--- config.mk ---
export PLATFORM = sky130hd
export DESIGN_NAME = bbcd_cfg
export DESIGN_NICKNAME = d
export VERILOG_FILES = /design/src/rtl/bbcd_pkg.sv /design/src/rtl/bbcd_cfg.sv
export SDC_FILE = /design/constraint.sdc
export NUM_CORES = 1
export LEC_CHECK = 0
export ABC_AREA = 0
export BUFFER_PORTS_ARGS = -buffer_cell sky130_fd_sc_hd__buf_2
export CORE_MARGIN = 2
export CORE_UTILIZATION = 25
export DETAILED_ROUTE_END_ITERATION = 6
export SLEW_MARGIN = 10
export SYNTH_ARGS = -nofsm -noshare
export SYNTH_HDL_FRONTEND = slang
export SYNTH_SLANG_ARGS = --single-unit
--- constraint.sdc ---
create_clock -name clk -period 1.4 [get_ports clk]
set_clock_uncertainty 0.05 [all_clocks]
set_input_delay 0.14 -clock clk [delete_from_list [all_inputs] [get_ports clk]]
set_output_delay 0.14 -clock clk [all_outputs]
set_load 0.02 [all_outputs]
--- src/rtl/bbcd_pkg.sv ---
// Package for the byte budget cache directory: codes, widths and word types.
// Used by every module of the block; depends on nothing.
`timescale 1ns / 1ps
package bbcd_pkg;

  localparam int Entries = 32;
  localparam int SlotW = 5;

  localparam logic [27:0] CapReset = 28'd209715200;
  localparam logic [27:0] MaxReset = 28'd10485760;

  localparam logic [1:0] PolLru = 2'd0;
  localparam logic [1:0] PolFifo = 2'd1;
  localparam logic [1:0] PolLfu = 2'd2;

  localparam logic [1:0] RegPolicy = 2'd0;
  localparam logic [1:0] RegCapacity = 2'd1;
  localparam logic [1:0] RegMaxEntry = 2'd2;

  localparam logic [2:0] KindHit = 3'd0;
  localparam logic [2:0] KindMiss = 3'd1;
  localparam logic [2:0] KindEvict = 3'd2;
  localparam logic [2:0] KindInsert = 3'd3;
  localparam logic [2:0] KindReject = 3'd4;

  // One directory entry as held in the entry memory.
  typedef struct packed {
    logic [63:0] key;
    logic [27:0] size;
    logic [31:0] last_use;
    logic [31:0] insert_time;
    logic [31:0] use_count;
    logic [31:0] insert_order;
  } entry_t;

  // Write request into the entry memory.
  typedef struct packed {
    logic             en;
    logic [SlotW-1:0] addr;
    entry_t           data;
  } mem_wr_t;

  // One result word.
  typedef struct packed {
    logic             last;
    logic [27:0]      bytes_in_use;
    logic [63:0]      victim_key;
    logic [SlotW-1:0] slot;
    logic [2:0]       kind;
  } result_t;

  typedef enum logic [3:0] {
    StIdle,
    StScan,
    StScanLast,
    StDecide,
    StEvictRd,
    StEvictWait,
    StEvictOut,
    StHitWait,
    StWrite,
    StOut
  } state_t;

endpackage

--- src/rtl/bbcd_cfg.sv ---
// Configuration register file: policy, capacity and per-entry byte limit.
// Depends on bbcd_pkg for register indexes and reset values.
`timescale 1ns / 1ps
module bbcd_cfg
  import bbcd_pkg::*;
(
  input  logic        clk,
  input  logic        rst,
  input  logic        wvalid,
  input  logic [1:0]  windex,
  input  logic [27:0] wdata,
  output logic [1:0]  policy,
  output logic [27:0] capacity_bytes,
  output logic [27:0] max_entry_bytes
);

  // Register writes decoded by index.
  always_ff @(posedge clk) begin
    if (rst) begin
      policy <= PolLru;
      capacity_bytes <= CapReset;
      max_entry_bytes <= MaxReset;
    end else if (wvalid) begin
      unique case (windex)
        RegPolicy:   policy <= wdata[1:0];
        RegCapacity: capacity_bytes <= wdata;
        RegMaxEntry: max_entry_bytes <= wdata;
        default:     ;
      endcase
    end
  end

endmodule

==> impl_results.md <==
* H-Tree Level Count at 3
* Vias in the first global route at 1751
* Final setup vio count at 0
* Sequential share of the synthesized area at 48.23%
* Unrepaired setup endpoints after global routing: false
* Worst-path clk slew at 70 ps
* Global Route Usage Sum at 10.37%
* CTS tree: yes
* Antenna violations before repair at 0
* Antenna viol nets, final at 0
* Area growth from synthesis to layout at 31.08%
* Critical path buffers and inverters at 1
* Max-capacitance violation count at 0
* GP Congestion at 0.6653
* Post-synthesis cell count at 225
* Post-DP HPWL at 3602 um
* Largest cells by area after synthesis: dfxtp_1, mux2i_1, nand2b_1
* Final Cell Area at 0.003156 mm2
* Post-synth top area share at 48.23%
* Synthesized flop and latch total at 58
* Worst path cell trace: buf_2
* Critical path's slowest cell: dfxtp_1
* Largest net degree at the start of global routing at 51
* Slew Limit Fails at 0
* Via density at 3.991
* Worst Max-Slew Pin Slew at 461.6 ps
* CP max FO at 2
* Post-CTS Setup Bufs at 0
* Setup crit start kind: register
* Worst Path Arrival at 840 ps
* Final worst path period need at 1033 ps
* Maximum vdd drop at 0.0003271 V
* Iter 0 DRT Violations at 28
* DIE HEIGHT at 102.1 um
* Syn_nets at 258
* Area post-placement at 0.002998 mm2
* F_max at 968.3 MHz
* Share of cells above drive strength 1 at 34.28%
* Normalized max-slew margin at 69.23%
* Post-cts resize count at 0
* Ant diodes at 0
* Global-route wire length before repair at 8190 um
* Chip Width at 102.1 um
* Post-synth cell types at 11
* Final wirelength at 5233 um
* IO Pins at 91
* GR Overflow Total at 0
* Post-synthesis area per instance at 10.70 um2
* # DRC at 0
* Power per Cell Area at 1082 mW/mm2
* Routed wire per std cell at 11.71 um
* CTS Buf Count at 9
* CTS sink cnt at 58
* CP max stage delay at 350 ps
* Setup crit end kind: output port
* Net count, final at 348
* Status: completed
* Routed via count at 1784
* Port bufs at 90
* Syn Std Cell Area at 0.002407 mm2
* Detailed Routing Iterations Pass 1 at 4
* Leakage at 1.514 nW
* TNS Setup at 0 ps
* Tot Pwr at 3.413 mW
* Clk buf depth at 2
* Worst Path Required at 1210 ps
* YS warnings at 0
* Crit share post-route at 73.77%
* Site row count at 35
* Clock Latency Late Sink at 320 ps
* Yosys top cell by area: dfxtp_1
* Final Hold Fails at 0
* CTS root buffer: clkbuf_8
* Initial Utilization at 25.93%
* Die area at 0.01043 mm2
* Hold buffer count at CTS at 0
* CP Class: reg2out
* Kind of cell adding the most delay to the critical path: flip-flops
* HP Class: in2reg
* Core footprint at 0.009284 mm2
[through the flow]
step / std cells / hold slack [ps] / setup slack [ps] / util (%)
floorplan: 225 / 245.3 / 493.1 / -
global placement: 433 / 357.1 / 285.3 / 32.29
detailed placement: 433 / 370.6 / 234.4 / 32.29
CTS: 447 / 0.002276 / 327.3 / 33.99
global route: 447 / 20.11 / 311.8 / 33.99
finish: 447 / 29.98 / 367.3 / 33.99
[registers in the layout (all words and copies together) (netlist names)]
register	count
capacity_bytes	28
max_entry_bytes	28
policy	2
[cells in the mapped netlist]
library cell	n
buf_2	3
dfxtp_1	58
buf_6	3
mux2i_1	58
and3b_1	2
nand2b_1	80
nand3b_1	2
buf_4	2
or3b_1	1
nor2_1	9
clkbuf_1	7
[layer usage]
metal | vias to the layer above | GRT usage, % | share of wire [%]
met1 | 815 | 12.83 | 47
met2 | 49 | 16.09 | 46
li1 | 913 | - | -
met4 | 0 | 4.000 | 1.2
met5 | - | 0 | 0
met3 | 7 | 4.309 | 6.2
[layout make-up]
cell class                      count  area (um2)
Clock inverter                      4       20.02
Sequential cell                    58        1161
Clock buffer                       10       137.6
Fill cell                         956        6128
Multi-Input combinational cell    152        1157
Timing Repair Buffer               94       518.0
Tap cell                          129       161.4
[report_power, final]
| part | switching (mW) | total (mW) | internal [mW] |
|---|---|---|---|
| clock network | 0.620 | 1.28 | 0.657 |
| registers | 0.0282 | 1.74 | 1.71 |
| logic | 0.215 | 0.399 | 0.184 |
[kinds of logic after synthesis]
group | count (synthesis) | share of synthesized area, %
flip-flops | 58 | 48.23
AND/OR/NAND/NOR | 94 | 23.91
multiplexers | 58 | 24.12
buffers and inverters | 15 | 3.742
[worst paths after layout]
check                                    startpoint                   to  slack (ps)  cells past startpoint
worst min register to register    capacity_bytes[3]    capacity_bytes[3]         420                      2
worst max register to register  max_entry_bytes[23]  max_entry_bytes[23]         720                      2
worst min-delay path                      wdata[21]   capacity_bytes[21]          30                      3
worst max-delay path              capacity_bytes[1]    capacity_bytes[1]         370                      1
[cell usage in the layout, fill, tap and decap left out]
master    synthesis  routed
clkbuf_8          0      10
clkinv_2          0       4
mux2i_1          58      58
nand2b_1         80      80
buf_2             3      90
and3b_2           0       1
buf_12            0       3
or3b_1            1       1
buf_4             2       1
nor2_1            9       9
nand3b_1          2       2
and3b_1           2       1
dfxtp_1          58      58
No activity file was read; power rests on OpenSTA's default activity.
